--- src/hdl/qpm_pkg.sv ---
// ----------------------------------------------------------------------------
// qpm_pkg: shared definitions for the quadratic-probe name map
// Field widths, default sizes, command and status codes and the controller
// state type.
// ----------------------------------------------------------------------------
`default_nettype none

package qpm_pkg;

    // Default sizes of the map.
    localparam int DEF_TABLE_CELLS = 31;
    localparam int DEF_PROBE_LIMIT = 15;
    localparam int DEF_NAME_CHARS  = 7;

    // Fixed field widths of the channels.
    localparam int MAX_NAME_CHARS = 7;
    localparam int CMD_W          = 2;
    localparam int CHAR_W         = 16;
    localparam int VAL_W          = 8;
    localparam int SLOT_W         = 5;

    // Home-slot hash: 32-bit sum of char[n] << (4*n), reduced four bits a cycle.
    localparam int HASH_W     = 32;
    localparam int CHAR_SHIFT = 4;
    localparam int SHAMT_W    = 5;
    localparam int RED_BITS   = 4;
    localparam int RED_STEPS  = HASH_W / RED_BITS;

    typedef enum logic [CMD_W-1:0] {
        CMD_INSERT = 2'd0,
        CMD_LOOKUP = 2'd1,
        CMD_DELETE = 2'd2
    } qpm_cmd_t;

    localparam logic STATUS_OK   = 1'b0;
    localparam logic STATUS_FAIL = 1'b1;

    typedef enum logic [2:0] {
        S_CLEAR,
        S_IDLE,
        S_SUM,
        S_REDUCE,
        S_PROBE,
        S_DONE
    } qpm_state_t;

endpackage

`default_nettype wire

--- src/hdl/qpm_if.sv ---
// ----------------------------------------------------------------------------
// qpm_if: request and response channels of the name map
// Valid/ready channels; a beat moves when valid and ready are both high.
// ----------------------------------------------------------------------------
`default_nettype none

interface qpm_req_if;
    import qpm_pkg::*;

    logic              valid;
    logic              ready;
    logic [CMD_W-1:0]  command;
    logic [CHAR_W-1:0] name_c0;
    logic [CHAR_W-1:0] name_c1;
    logic [CHAR_W-1:0] name_c2;
    logic [CHAR_W-1:0] name_c3;
    logic [CHAR_W-1:0] name_c4;
    logic [CHAR_W-1:0] name_c5;
    logic [CHAR_W-1:0] name_c6;
    logic              overlong;
    logic [VAL_W-1:0]  new_value;

    modport source (
        output valid, command, name_c0, name_c1, name_c2, name_c3, name_c4,
               name_c5, name_c6, overlong, new_value,
        input  ready
    );
    modport sink (
        input  valid, command, name_c0, name_c1, name_c2, name_c3, name_c4,
               name_c5, name_c6, overlong, new_value,
        output ready
    );
endinterface

interface qpm_rsp_if;
    import qpm_pkg::*;

    logic              valid;
    logic              ready;
    logic              status;
    logic [VAL_W-1:0]  found_value;
    logic [SLOT_W-1:0] slot;

    modport source (
        output valid, status, found_value, slot,
        input  ready
    );
    modport sink (
        input  valid, status, found_value, slot,
        output ready
    );
endinterface

`default_nettype wire

--- src/hdl/qpm_ram.sv ---
// ----------------------------------------------------------------------------
// qpm_ram: generic simple dual-port RAM
// One write port and one read port, read data registered.
// ----------------------------------------------------------------------------
`default_nettype none

module qpm_ram #(
    parameter  int WIDTH = 8,
    parameter  int DEPTH = 32,
    localparam int AW    = $clog2(DEPTH)
) (
    input  wire logic             clk,
    input  wire logic             wr_en,
    input  wire logic [AW-1:0]    wr_addr,
    input  wire logic [WIDTH-1:0] wr_data,
    input  wire logic             rd_en,
    input  wire logic [AW-1:0]    rd_addr,
    output logic      [WIDTH-1:0] rd_data
);

    logic [WIDTH-1:0] mem [DEPTH];

    always_ff @(posedge clk)
    begin
        if (wr_en)
        begin
            mem[wr_addr] <= wr_data;
        end
    end

    always_ff @(posedge clk)
    begin
        if (rd_en)
        begin
            rd_data <= mem[rd_addr];
        end
    end

endmodule

`default_nettype wire

--- src/hdl/quadratic_probe_name_map.sv ---
// ----------------------------------------------------------------------------
// quadratic_probe_name_map: open-addressing name map with quadratic probing
// Maps names of up to NAME_CHARS 16-bit characters to 8-bit values.
// ----------------------------------------------------------------------------
// After reset the block sweeps the cell memory, clearing every cell, and
// accepts no request until that is done. It then handles one request at a
// time. A request sums the hash over its NAME_CHARS characters, reduces it
// modulo TABLE_CELLS, and then probes the cell memory: the read for each
// probe is issued on the read port while the registered data of the
// previous probe is checked, and a request with no hit fails after
// PROBE_LIMIT probes. Overlong names and unknown commands fail without
// probing. A finished response waits in an output register, so the next
// request is taken while it is still unread.
`default_nettype none

module quadratic_probe_name_map #(
    parameter int TABLE_CELLS = qpm_pkg::DEF_TABLE_CELLS,
    parameter int PROBE_LIMIT = qpm_pkg::DEF_PROBE_LIMIT,
    parameter int NAME_CHARS  = qpm_pkg::DEF_NAME_CHARS
) (
    input wire logic   clk,
    input wire logic   rst_n,
    qpm_req_if.sink    req,
    qpm_rsp_if.source  rsp
);
    import qpm_pkg::*;

    localparam int CW  = $clog2(TABLE_CELLS);
    localparam int KW  = $clog2(PROBE_LIMIT + 1);
    localparam int LW  = $clog2(NAME_CHARS + 1);
    localparam int RCW = $clog2(RED_STEPS);
    localparam int EW  = NAME_CHARS * CHAR_W + VAL_W;
    localparam logic [CW:0]        MOD_VAL    = (CW + 1)'(TABLE_CELLS);
    localparam logic [SHAMT_W-1:0] SHIFT_LAST = SHAMT_W'(CHAR_SHIFT * (NAME_CHARS - 1));

    // Control state.
    qpm_state_t        state_reg, state_next;
    logic [CW-1:0]     clr_reg, clr_next;
    logic [SHAMT_W-1:0] sh_amt_reg, sh_amt_next;
    logic [RCW-1:0]    red_cnt_reg, red_cnt_next;
    logic [KW-1:0]     k_reg, k_next;
    logic              chk_valid_reg, chk_valid_next;
    logic              chk_last_reg, chk_last_next;
    logic              rsp_valid_reg, rsp_valid_next;

    // Request and datapath payload.
    logic [CMD_W-1:0]  cmd_reg, cmd_next;
    logic [VAL_W-1:0]  val_reg, val_next;
    logic [CHAR_W-1:0] nm_reg [NAME_CHARS];
    logic [CHAR_W-1:0] nm_next [NAME_CHARS];
    logic [LW-1:0]     len_reg, len_next;
    logic [HASH_W-1:0] acc_reg, acc_next;
    logic [CW-1:0]     rem_reg, rem_next;
    logic [CW-1:0]     cell_reg, cell_next;
    logic [CW-1:0]     inc_reg, inc_next;
    logic [CW-1:0]     chk_cell_reg, chk_cell_next;
    logic              res_status_reg, res_status_next;
    logic [VAL_W-1:0]  res_fval_reg, res_fval_next;
    logic [CW-1:0]     res_cell_reg, res_cell_next;
    logic              rsp_status_reg, rsp_status_next;
    logic [VAL_W-1:0]  rsp_fval_reg, rsp_fval_next;
    logic [SLOT_W-1:0] rsp_slot_reg, rsp_slot_next;

    // Cell memory: one entry per cell, {value, characters}.
    logic              ram_wr_en;
    logic [CW-1:0]     ram_wr_addr;
    logic [EW-1:0]     ram_wr_data;
    logic              ram_rd_en;
    logic [CW-1:0]     ram_rd_addr;
    logic [EW-1:0]     ram_rd_data;

    logic [CHAR_W-1:0] in_chars [MAX_NAME_CHARS];
    logic [CHAR_W-1:0] in_nm [NAME_CHARS];
    logic [LW-1:0]     in_len;
    logic [CHAR_W-1:0] st_chars [NAME_CHARS];
    logic [VAL_W-1:0]  st_value;
    logic              name_hit;
    logic              cell_empty;
    logic              probe_hit;
    logic [EW-1:0]     ins_entry;
    logic [EW-1:0]     del_entry;
    logic [CW:0]       cell_sum;
    logic [CW:0]       cell_wrap;
    logic [CW:0]       inc_sum;
    logic [CW:0]       inc_wrap;
    logic [CW:0]       red_t;
    logic [CW-1:0]     red_r;

    qpm_ram #(
        .WIDTH (EW),
        .DEPTH (TABLE_CELLS)
    ) u_cell_ram (
        .clk     (clk),
        .wr_en   (ram_wr_en),
        .wr_addr (ram_wr_addr),
        .wr_data (ram_wr_data),
        .rd_en   (ram_rd_en),
        .rd_addr (ram_rd_addr),
        .rd_data (ram_rd_data)
    );

    assign in_chars[0] = req.name_c0;
    assign in_chars[1] = req.name_c1;
    assign in_chars[2] = req.name_c2;
    assign in_chars[3] = req.name_c3;
    assign in_chars[4] = req.name_c4;
    assign in_chars[5] = req.name_c5;
    assign in_chars[6] = req.name_c6;

    // Name length is the position of the first zero character.
    always_comb
    begin
        in_len = LW'(NAME_CHARS);
        for (int i = NAME_CHARS - 1; i >= 0; i--)
        begin
            if (in_chars[i] == '0)
            begin
                in_len = LW'(i);
            end
        end
        for (int i = 0; i < NAME_CHARS; i++)
        begin
            in_nm[i] = (i < int'(in_len)) ? in_chars[i] : '0;
        end
    end

    // Stored names are zero padded, so equal length and equal characters
    // reduce to equal characters up to and including the terminator.
    always_comb
    begin
        for (int i = 0; i < NAME_CHARS; i++)
        begin
            st_chars[i] = ram_rd_data[i * CHAR_W +: CHAR_W];
        end
        st_value   = ram_rd_data[EW-1 -: VAL_W];
        cell_empty = (st_chars[0] == '0);
        name_hit   = 1'b1;
        for (int i = 0; i < NAME_CHARS; i++)
        begin
            if (i <= int'(len_reg) && st_chars[i] != nm_reg[i])
            begin
                name_hit = 1'b0;
            end
        end
    end

    always_comb
    begin
        for (int i = 0; i < NAME_CHARS; i++)
        begin
            ins_entry[i * CHAR_W +: CHAR_W] = nm_reg[i];
        end
        ins_entry[EW-1 -: VAL_W] = val_reg;
        del_entry                = ram_rd_data;
        del_entry[0 +: CHAR_W]   = '0;
        del_entry[EW-1 -: VAL_W] = '0;
    end

    // Probe k visits home + k*k; the step between probes is the odd number
    // 2k+1, kept modulo TABLE_CELLS.
    always_comb
    begin
        cell_sum  = {1'b0, cell_reg} + {1'b0, inc_reg};
        cell_wrap = (cell_sum >= MOD_VAL) ? (cell_sum - MOD_VAL) : cell_sum;
        inc_sum   = {1'b0, inc_reg} + (CW + 1)'(2);
        inc_wrap  = (inc_sum >= MOD_VAL) ? (inc_sum - MOD_VAL) : inc_sum;
    end

    // Restoring remainder, RED_BITS hash bits per cycle, high bits first.
    always_comb
    begin
        red_r = rem_reg;
        red_t = '0;
        for (int b = 0; b < RED_BITS; b++)
        begin
            red_t = {red_r, acc_reg[HASH_W-1-b]};
            if (red_t >= MOD_VAL)
            begin
                red_t = red_t - MOD_VAL;
            end
            red_r = red_t[CW-1:0];
        end
    end

    always_comb
    begin
        state_next      = state_reg;
        clr_next        = clr_reg;
        sh_amt_next     = sh_amt_reg;
        red_cnt_next    = red_cnt_reg;
        k_next          = k_reg;
        chk_valid_next  = 1'b0;
        chk_last_next   = chk_last_reg;
        rsp_valid_next  = rsp_valid_reg && !rsp.ready;
        cmd_next        = cmd_reg;
        val_next        = val_reg;
        nm_next         = nm_reg;
        len_next        = len_reg;
        acc_next        = acc_reg;
        rem_next        = rem_reg;
        cell_next       = cell_reg;
        inc_next        = inc_reg;
        chk_cell_next   = chk_cell_reg;
        res_status_next = res_status_reg;
        res_fval_next   = res_fval_reg;
        res_cell_next   = res_cell_reg;
        rsp_status_next = rsp_status_reg;
        rsp_fval_next   = rsp_fval_reg;
        rsp_slot_next   = rsp_slot_reg;
        ram_wr_en       = 1'b0;
        ram_wr_addr     = chk_cell_reg;
        ram_wr_data     = ins_entry;
        ram_rd_en       = 1'b0;
        ram_rd_addr     = cell_reg;
        probe_hit       = 1'b0;

        case (state_reg)
            S_CLEAR:
            begin
                ram_wr_en   = 1'b1;
                ram_wr_addr = clr_reg;
                ram_wr_data = '0;
                clr_next    = clr_reg + 1'b1;
                if (clr_reg == CW'(TABLE_CELLS - 1))
                begin
                    state_next = S_IDLE;
                end
            end

            S_IDLE:
            begin
                if (req.valid)
                begin
                    cmd_next    = req.command;
                    val_next    = req.new_value;
                    nm_next     = in_nm;
                    len_next    = in_len;
                    acc_next    = '0;
                    sh_amt_next = '0;
                    res_status_next = STATUS_FAIL;
                    res_fval_next   = '0;
                    res_cell_next   = '0;
                    case (req.command)
                        CMD_INSERT, CMD_LOOKUP, CMD_DELETE:
                        begin
                            state_next = req.overlong ? S_DONE : S_SUM;
                        end
                        default:
                        begin
                            state_next = S_DONE;
                        end
                    endcase
                end
            end

            S_SUM:
            begin
                // Characters past the end are zero and add nothing. The
                // name rotates once round and is back in place at the end.
                acc_next = acc_reg + (HASH_W'(nm_reg[0]) << sh_amt_reg);
                for (int i = 0; i < NAME_CHARS - 1; i++)
                begin
                    nm_next[i] = nm_reg[i + 1];
                end
                nm_next[NAME_CHARS - 1] = nm_reg[0];
                if (sh_amt_reg == SHIFT_LAST)
                begin
                    state_next   = S_REDUCE;
                    rem_next     = '0;
                    red_cnt_next = '0;
                end
                else
                begin
                    sh_amt_next = sh_amt_reg + SHAMT_W'(CHAR_SHIFT);
                end
            end

            S_REDUCE:
            begin
                rem_next     = red_r;
                acc_next     = acc_reg << RED_BITS;
                red_cnt_next = red_cnt_reg + 1'b1;
                if (red_cnt_reg == RCW'(RED_STEPS - 1))
                begin
                    state_next = S_PROBE;
                    cell_next  = red_r;
                    inc_next   = CW'(1);
                    k_next     = '0;
                end
            end

            S_PROBE:
            begin
                // Issue the read for probe k while the data of probe k-1
                // is checked.
                if (k_reg != KW'(PROBE_LIMIT))
                begin
                    ram_rd_en      = 1'b1;
                    cell_next      = cell_wrap[CW-1:0];
                    inc_next       = inc_wrap[CW-1:0];
                    k_next         = k_reg + 1'b1;
                    chk_valid_next = 1'b1;
                    chk_cell_next  = cell_reg;
                    chk_last_next  = (k_reg == KW'(PROBE_LIMIT - 1));
                end
                if (chk_valid_reg)
                begin
                    probe_hit = (cmd_reg == CMD_INSERT) ? cell_empty : name_hit;
                    if (probe_hit)
                    begin
                        state_next      = S_DONE;
                        res_status_next = STATUS_OK;
                        res_cell_next   = chk_cell_reg;
                        res_fval_next   = (cmd_reg == CMD_LOOKUP) ? st_value : '0;
                        case (cmd_reg)
                            CMD_INSERT:
                            begin
                                ram_wr_en   = 1'b1;
                                ram_wr_data = ins_entry;
                            end
                            CMD_DELETE:
                            begin
                                ram_wr_en   = 1'b1;
                                ram_wr_data = del_entry;
                            end
                            default:
                            begin
                                ram_wr_en = 1'b0;
                            end
                        endcase
                    end
                    else if (chk_last_reg)
                    begin
                        state_next      = S_DONE;
                        res_status_next = STATUS_FAIL;
                        res_cell_next   = '0;
                        res_fval_next   = '0;
                    end
                end
            end

            S_DONE:
            begin
                if (!rsp_valid_reg || rsp.ready)
                begin
                    rsp_valid_next  = 1'b1;
                    rsp_status_next = res_status_reg;
                    rsp_fval_next   = res_fval_reg;
                    rsp_slot_next   = SLOT_W'(res_cell_reg);
                    state_next      = S_IDLE;
                end
            end

            default:
            begin
                state_next = S_IDLE;
            end
        endcase
    end

    always_ff @(posedge clk or negedge rst_n)
    begin
        if (!rst_n)
        begin
            state_reg     <= S_CLEAR;
            clr_reg       <= '0;
            sh_amt_reg    <= '0;
            red_cnt_reg   <= '0;
            k_reg         <= '0;
            chk_valid_reg <= 1'b0;
            chk_last_reg  <= 1'b0;
            rsp_valid_reg <= 1'b0;
        end
        else
        begin
            state_reg     <= state_next;
            clr_reg       <= clr_next;
            sh_amt_reg    <= sh_amt_next;
            red_cnt_reg   <= red_cnt_next;
            k_reg         <= k_next;
            chk_valid_reg <= chk_valid_next;
            chk_last_reg  <= chk_last_next;
            rsp_valid_reg <= rsp_valid_next;
        end
    end

    always_ff @(posedge clk)
    begin
        cmd_reg        <= cmd_next;
        val_reg        <= val_next;
        nm_reg         <= nm_next;
        len_reg        <= len_next;
        acc_reg        <= acc_next;
        rem_reg        <= rem_next;
        cell_reg       <= cell_next;
        inc_reg        <= inc_next;
        chk_cell_reg   <= chk_cell_next;
        res_status_reg <= res_status_next;
        res_fval_reg   <= res_fval_next;
        res_cell_reg   <= res_cell_next;
        rsp_status_reg <= rsp_status_next;
        rsp_fval_reg   <= rsp_fval_next;
        rsp_slot_reg   <= rsp_slot_next;
    end

    assign req.ready       = (state_reg == S_IDLE);
    assign rsp.valid       = rsp_valid_reg;
    assign rsp.status      = rsp_status_reg;
    assign rsp.found_value = rsp_fval_reg;
    assign rsp.slot        = rsp_slot_reg;

    // The table changes only during the sweep or on a probe hit.
    a_write_state: assert property (@(posedge clk) disable iff (!rst_n)
        ram_wr_en |-> (state_reg == S_CLEAR || (state_reg == S_PROBE && chk_valid_reg)))
        else $error("cell memory written outside the sweep or a probe hit");

    // Every checked probe has its read data from the previous cycle.
    a_read_latency: assert property (@(posedge clk) disable iff (!rst_n)
        chk_valid_reg |-> $past(ram_rd_en))
        else $error("probe checked without a read issued");

    // Probe addresses stay inside the table.
    a_cell_range: assert property (@(posedge clk) disable iff (!rst_n)
        (state_reg == S_PROBE) |-> ({1'b0, cell_reg} < MOD_VAL && {1'b0, inc_reg} < MOD_VAL))
        else $error("probe address out of range");

    // A response beat appears only when a request completes.
    a_rsp_source: assert property (@(posedge clk) disable iff (!rst_n)
        $rose(rsp_valid_reg) |-> $past(state_reg == S_DONE))
        else $error("response raised without a finished request");

endmodule

`default_nettype wire
--- src/flat_wrapper.sv ---
// flat-port wrapper written by rule: the top's interface ports become plain ports
module quadratic_probe_name_map_flat import qpm_pkg::*;
#(
    parameter int TABLE_CELLS = qpm_pkg::DEF_TABLE_CELLS,
    parameter int PROBE_LIMIT = qpm_pkg::DEF_PROBE_LIMIT,
    parameter int NAME_CHARS  = qpm_pkg::DEF_NAME_CHARS
)
  (clk, rst_n, req_valid, req_command, req_name_c0, req_name_c1, req_name_c2, req_name_c3, req_name_c4, req_name_c5, req_name_c6, req_overlong, req_new_value, req_ready, rsp_valid, rsp_status, rsp_found_value, rsp_slot, rsp_ready);
  qpm_req_if req_i ();
  qpm_rsp_if rsp_i ();
  input wire logic clk;
  input wire logic rst_n;
  input wire logic [$bits(req_i.valid)-1:0] req_valid;
  input wire logic [$bits(req_i.command)-1:0] req_command;
  input wire logic [$bits(req_i.name_c0)-1:0] req_name_c0;
  input wire logic [$bits(req_i.name_c1)-1:0] req_name_c1;
  input wire logic [$bits(req_i.name_c2)-1:0] req_name_c2;
  input wire logic [$bits(req_i.name_c3)-1:0] req_name_c3;
  input wire logic [$bits(req_i.name_c4)-1:0] req_name_c4;
  input wire logic [$bits(req_i.name_c5)-1:0] req_name_c5;
  input wire logic [$bits(req_i.name_c6)-1:0] req_name_c6;
  input wire logic [$bits(req_i.overlong)-1:0] req_overlong;
  input wire logic [$bits(req_i.new_value)-1:0] req_new_value;
  output wire logic [$bits(req_i.ready)-1:0] req_ready;
  output wire logic [$bits(rsp_i.valid)-1:0] rsp_valid;
  output wire logic [$bits(rsp_i.status)-1:0] rsp_status;
  output wire logic [$bits(rsp_i.found_value)-1:0] rsp_found_value;
  output wire logic [$bits(rsp_i.slot)-1:0] rsp_slot;
  input wire logic [$bits(rsp_i.ready)-1:0] rsp_ready;
  assign req_i.valid = req_valid;
  assign req_i.command = req_command;
  assign req_i.name_c0 = req_name_c0;
  assign req_i.name_c1 = req_name_c1;
  assign req_i.name_c2 = req_name_c2;
  assign req_i.name_c3 = req_name_c3;
  assign req_i.name_c4 = req_name_c4;
  assign req_i.name_c5 = req_name_c5;
  assign req_i.name_c6 = req_name_c6;
  assign req_i.overlong = req_overlong;
  assign req_i.new_value = req_new_value;
  assign req_ready = req_i.ready;
  assign rsp_valid = rsp_i.valid;
  assign rsp_status = rsp_i.status;
  assign rsp_found_value = rsp_i.found_value;
  assign rsp_slot = rsp_i.slot;
  assign rsp_i.ready = rsp_ready;
  quadratic_probe_name_map #(.TABLE_CELLS(TABLE_CELLS), .PROBE_LIMIT(PROBE_LIMIT), .NAME_CHARS(NAME_CHARS)) u_core (.clk(clk), .rst_n(rst_n), .req(req_i), .rsp(rsp_i));
endmodule
--- config.mk ---
export PLATFORM = sky130hd
export DESIGN_NAME = quadratic_probe_name_map_flat
export DESIGN_NICKNAME = d
export VERILOG_FILES = /design/src/hdl/qpm_pkg.sv /design/src/hdl/qpm_if.sv /design/src/hdl/qpm_ram.sv /design/src/hdl/quadratic_probe_name_map.sv /design/src/flat_wrapper.sv
export SDC_FILE = /design/constraint.sdc
export NUM_CORES = 2
export LEC_CHECK = 0
export BUFFER_PORTS_ARGS = -buffer_cell sky130_fd_sc_hd__buf_2
export CELL_PAD_IN_SITES_DETAIL_PLACEMENT = 1
export CELL_PAD_IN_SITES_GLOBAL_PLACEMENT = 1
export CORE_MARGIN = 8
export CORE_UTILIZATION = 55
export DETAILED_ROUTE_END_ITERATION = 8
export PLACE_DENSITY_LB_ADDON = 0.1
export REMOVE_ABC_BUFFERS = 1
export SYNTH_ARGS = -nofsm -noshare
export SYNTH_HDL_FRONTEND = slang
export SYNTH_SLANG_ARGS = --single-unit
--- constraint.sdc ---
create_clock -name clk -period 16.35 [get_ports clk]
set_clock_uncertainty 0.15 [all_clocks]
set_input_delay 2.4525 -clock clk [delete_from_list [all_inputs] [get_ports clk]]
set_output_delay 2.4525 -clock clk [all_outputs]
set_load 0.05 [all_outputs]
## Word level (Yosys, flattened, before mapping)

Memory sizes are Yosys's and may differ from the RTL's. A register that Yosys moved wholly into a read port is not among the register bits.
Cells that the tools add are included.

| storage, ports and cells | value |
|---|---|
| flip-flop bits (word level) | 228 |
| RAM bits | 3,720 |
| input port bits | 127 |
| output and inout port bits | 16 |
| word-level logic and storage cells | 220 |
| memories kept | 1 |

| cells by class | value |
|---|---|
| add/sub/neg operators | 13 |
| order comparisons | 19 |
| eq/ne operators | 30 |
| shifts and indexed selects | 1 |
| mux-type cells | 89 |
| reductions and logical operators | 38 |

Memory list:

| memory | depth | width | rd ports | clocked after Yosys merged registers in | wr ports | RTL line | RTL |
|---|---|---|---|---|---|---|---|
| u_core.u_cell_ram.mem | 31 | 120 | 1 | 1 | 1 | qpm_ram.sv:21 | `logic [WIDTH-1:0] mem [DEPTH];` |

Operator list:

| operator | number |
|---|---|
| 2-to-1 mux 120 bit | 3 |
| case mux 120 bit (2 select lines) | 1 |
| case mux 112 bit (2 select lines) | 1 |
| zero test 16 bit | 8 |
| 2-to-1 mux 112 bit | 1 |
| 2-to-1 mux 16 bit | 7 |
| != test 16 bit | 7 |
| case mux 32 bit (3 select lines) | 1 |
| 2-to-1 mux 5 bit | 17 |
| 2-to-1 mux 3 bit | 17 |
| case mux 5 bit (2 select lines) | 5 |
| 2-to-1 mux 8 bit | 5 |
| greater-or-equal comparator 6 x 5 -> 1 bit, second input constant | 6 |
| adder 32 bit | 1 |
| 2-to-1 mux 32 bit | 1 |
| << shifter 16 x 5 -> 32 bit | 1 |
| subtractor 5 bit, second input constant | 6 |
| 2-to-1 mux 1 bit | 22 |
| case mux 3 bit (6 select lines) | 1 |
| case mux 8 bit (2 select lines) | 1 |
| != test 2 x 1 -> 1 bit, second input constant | 6 |
| AND reduction 2 bit | 6 |
| == test 5 bit, second input constant | 2 |
| == test 3 bit, second input constant | 3 |
| other kinds (36) | 61 |

## Logic depth before layout (Yosys ltp)

| logic depth | value |
|---|---|
| depth in word-level cells | 14 |
| depth in mapped cells | 21 |
| mapped depth without buffers | 21 |

## Modules after synthesis

From an unflattened synthesis, not the netlist that was laid out.

| second synthesis, totals | value |
|---|---|
| cell total of the unflattened synthesis | 8,942 |
| area, all modules | 162,505.9 um^2 |

Modules (own cells, without submodules):

| module | instances | cells an instance | area each (um^2) | seq. area each (um^2) |
|---|---|---|---|---|
| qpm_ram | 1 | 7,460 | 147,463.9 | 115,310.6 |
| quadratic_probe_name_map | 1 | 1,482 | 15,041.9 | 6,681.4 |

## Least setup slack after synthesis

Ideal clock, no wire load.

| timing | value |
|---|---|
| kind | register to register |
| from | register u_core.nm_reg (netlist bit u_core.ins_entry[109]) |
| to | memory u_core.u_cell_ram.mem[19][0] (netlist bit), enable pin |
| setup time | 601 ps |
| arrival time | 7,112 ps |
| data required time | 15,599 ps |
| path slack | 8,487 ps |
| stages on the path, launching flop included | 10 |
| buffers on the path | 0 |
| period minus slack after synthesis | 7,863 ps |
| cell sequence | edfxtp_1 > xnor2_1 > nand4_1 > o41ai_1 > nand3_1 > a21oi_1 > a31oi_1 > o31ai_1 > nand3_1 > nor2_1 |

| between the ends | value |
|---|---|
| cells in the longest elaborated chain, start to end | 9 |

RTL lines:

| element | RTL line | RTL |
|---|---|---|
| start, declared | quadratic_probe_name_map.sv:49 | `logic [CHAR_W-1:0] nm_reg [NAME_CHARS];` |
| start signal, assigned | quadratic_probe_name_map.sv:391 | `nm_reg <= nm_next;` |
| != test 16 bit | quadratic_probe_name_map.sv:140 | `if (i <= int'(len_reg) && st_chars[i] != nm_reg[i])` |
| logical AND 1 bit | quadratic_probe_name_map.sv:140 |  |
| 2-to-1 mux 1 bit | quadratic_probe_name_map.sv:140 |  |
| 2-to-1 mux 1 bit | quadratic_probe_name_map.sv:308 | `probe_hit = (cmd_reg == CMD_INSERT) ? cell_empty : name_hit;` |
| 2-to-1 mux 1 bit | quadratic_probe_name_map.sv:309 | `if (probe_hit)` |
| 2-to-1 mux 1 bit | quadratic_probe_name_map.sv:306 | `if (chk_valid_reg)` |
| case mux 1 bit (2 select lines) | quadratic_probe_name_map.sv:217 | `case (state_reg)` |
| 2-to-1 mux 1 bit | qpm_ram.sv:25 | `if (wr_en)` |
| 2-to-1 mux 1 bit (not written as such) | qpm_ram.sv:27 | `mem[wr_addr] <= wr_data;` |
| end, declared | qpm_ram.sv:21 |  |

No other way between the ends.

## Worst setup path after layout

| timing | value |
|---|---|
| from | register u_core.nm_reg (netlist bit u_core.ins_entry[24]) |
| to | memory u_core.u_cell_ram.mem[30][64] (netlist bit), enable pin |

| between the ends | value |
|---|---|
| cells in the longest elaborated chain, start to end | 14 |

RTL lines:

| element | RTL line |
|---|---|
| != test 16 bit | quadratic_probe_name_map.sv:140 |
| logical AND 1 bit | quadratic_probe_name_map.sv:140 |
| 2-to-1 mux 1 bit (6 in series) | quadratic_probe_name_map.sv:140 |
| 2-to-1 mux 1 bit | quadratic_probe_name_map.sv:308 |
| 2-to-1 mux 1 bit | quadratic_probe_name_map.sv:309 |
| 2-to-1 mux 1 bit | quadratic_probe_name_map.sv:306 |
| case mux 1 bit (2 select lines) | quadratic_probe_name_map.sv:217 |
| 2-to-1 mux 1 bit | qpm_ram.sv:25 |
| 2-to-1 mux 1 bit (not written as such) | qpm_ram.sv:27 |

No other way between the ends.

==> flow_summary.ini <==
[outcome]
outcome = finished, final reports clean

[placed_design]
globalplace.congestion = 0.888
pre_cts_ws_ps = 8560
dp_hpwl_mm = 250
dp_cells = 10900
place.port_buffers = 142

[detailed_routing]
dr.pass1.iters = 5
vias = 78700
drt-initial-drc-count = 10200
routed.top_layer = met5
viasPerCell = 6.74
routed_wl_mm = 445
ant_nets = 0
wl_met1_mm = 177
wl_met2_mm = 214
wl_per_cell_um = 38.1
routed-wl-met3_mm = 35.6
drc = 0

[cts]
cts-buffers-inserted = 411
post_cts_resized = 0
clockRootBuffer = clkbuf_16
cts_buffer_depth = 4
holdBufCountCts = 0
post_cts_buffers = 0
cts.htree.levels = 5
cts.clk_slew.worst_paths_ps = 60
clk-insertion-delay-late_ps = 960
cts_tree = built
clock_sinks = 4066

[setup_path]
crit_path_max_fanout = 38
cp.arrival_ps = 8330
critPathLaunchType = flop
required_ps = 16750
critPathKind = flop to flop
endpoint_kind = flop

[sta]
post-route-min-period_ps = 7920
worst_slack_ps = 8430
fin_crit_sh = 0.485
relSlewSlack = 0.00950
rsz0062_at_grt = false
setup_viol = 0
hold_viol_final = 0
worst-slew-pin-transition_ps = 1490
max_freq_ghz = 0.126
slew_violations = 0

[synth]
netlist-cell-type-count = 87
synth-simple-area-share = 0.0185
avgSynthCellArea_um2 = 22.2
synth_seq_cells = 4066
synthAdderAreaFrac = 0.00433
synth_top_family_by_area = multiplexers
synth_top_area_share = 0.761
synthXorXnorAreaFrac = 0.00840
synthTopCellsByArea = edfxtp_1 76%, mux4_2 15%, a22o_1 1.0%, mux2_2 0.89%, mux2i_1 0.86%
async_flop_share = 0.00516
synth_mux_area_frac = 0.170
synth_flop_cell = edfxtp_1
synth_warnings = 0
synth_edf_count = 4045
synth_compound_area_frac = 0.0241
syn_area_um2 = 160000
synth_cells = 7199
synth_top_cell_by_area = edfxtp_1
seq_area_frac_synth = 0.765

[power_and_ir_drop]
cellLeakagePower_uw = 0.0567
finalPower_uw = 28400
pwr_density_cell_nw_per_um2 = 159
ir_worst_vdd_mv = 0.109

[grt]
grt_util_all_layers = 0.285
grt-ovfl-total = 0
first_global_vias = 81300
grt_pass1_wl_mm = 623
antenna_found_initial = 18
grt_max_degree = 139

[die]
num_rows = 197
dieArea_um2 = 308000
num_io_pins = 143
die_height_um = 555
start_util = 0.553
core_um2 = 288000
die_w_um = 555

[hold_path]
hold_path.class = flop to flop

[cells_and_area]
fin_cells = 11700
drive_gt1_frac = 0.274
largest_reg_flops = 3720
nets = 7739
syn_to_final_growth_pct = 12.1
top_register = u_core.u_cell_ram.mem

[run]
drv_cap = 0
-- critical path: stages (launching register included) --
cell and delay [ps]:
edfxtp_1 450, xnor2_1 180, nand4_1 190, nor4_1 1100, buf_4 270, nand3_1 60
a21oi_1 580, a31oi_1 230, buf_4 240, o31ai_1 500, nand3_1 800, nor2_4 1160
buf_4 760, buf_4 710
-- final cells by class --
type	count	area, um2
Fill cell	23100	110000
Sequential cell	4066	122000
Tap cell	3781	4730
Timing Repair Buffer	313	2240
Multi-Input combinational cell	2730	36300
Inverter	36	143
Clock inverter	245	2540
Clock buffer	506	10900
Antenna cell	6	15.0
-- where the power goes --
group	total, uW	internal, uW	switching, uW
sequential	13400	13100	285
combinational	5560	1890	3670
clock	9450	5470	3980
total	28400	20500	7940
-- per-stage QoR --
stage | area (um2) | setup TNS (ps) | hold WS [ps] | util
2_1_floorplan | 158000 | -2774740 | 250 | -
3_3_place_gp | 165000 | 0 | 254 | 0.574
3_5_place_dp | 165000 | 0 | 256 | 0.574
4_1_cts | 179000 | 0 | 269 | 0.620
5_1_grt | 179000 | 0 | 276 | 0.620
6_report | 179000 | 0 | 268 | 0.620
-- cell usage in the layout (no fill, tap or decap), types with 65 or more instances in the layout --
cell       count
buf_2        142
clkbuf_16    421
o21ai_0      202
clkinv_2      65
mux2i_1      137
edfxtp_1    4045
xnor2_1      131
a22o_1       181
clkinv_1     101
mux2_2       126
buf_4        151
nand2_1      286
clkbuf_1      84
mux4_2      1080
-- cell usage after synthesis, drive strengths merged (36+ instances only) --
cell	n
a21oi	45
a22o	182
and2	45
buf	92
clkbuf	275
edfxtp	4045
ha	52
inv	36
mux2	128
mux2i	137
mux4	1080
nand2	289
nand4	42
nor2	97
nor4	44
o21ai	208
xnor2	131
-- layer usage --
metal / vias up / global-route usage
met5: - / 0
met3: 687 / 0.0506
li1: 31200 / -
met4: 4 / 0.101
met1: 43000 / 0.401
met2: 3801 / 0.457
-- final timing paths --
path                                        startpoint  slack, ps  cells past startpoint                       endpoint
worst max-delay path              u_core.ins_entry[24]       8430                     13  u_core.u_cell_ram.mem[30][64]
worst min-delay path            u_core.res_cell_reg[0]        270                      0             u_core.rsp.slot[0]
worst max register to register    u_core.ins_entry[24]       8430                     13  u_core.u_cell_ram.mem[30][64]
worst min register to register  u_core.res_cell_reg[0]        270                      0             u_core.rsp.slot[0]
max in group asynchronous                        rst_n      14230                      1                u_core.k_reg[1]
min in group asynchronous                        rst_n       1380                      1           u_core.sh_amt_reg[4]
-- kinds of logic after synthesis --
logic type	Yosys count
compound gates	554
xor+xnor	153
fa+ha+maj	54
buf+inv	403
flops	4066
mux	1345
simple gates	624
No activity file was read; power rests on OpenSTA's default activity.
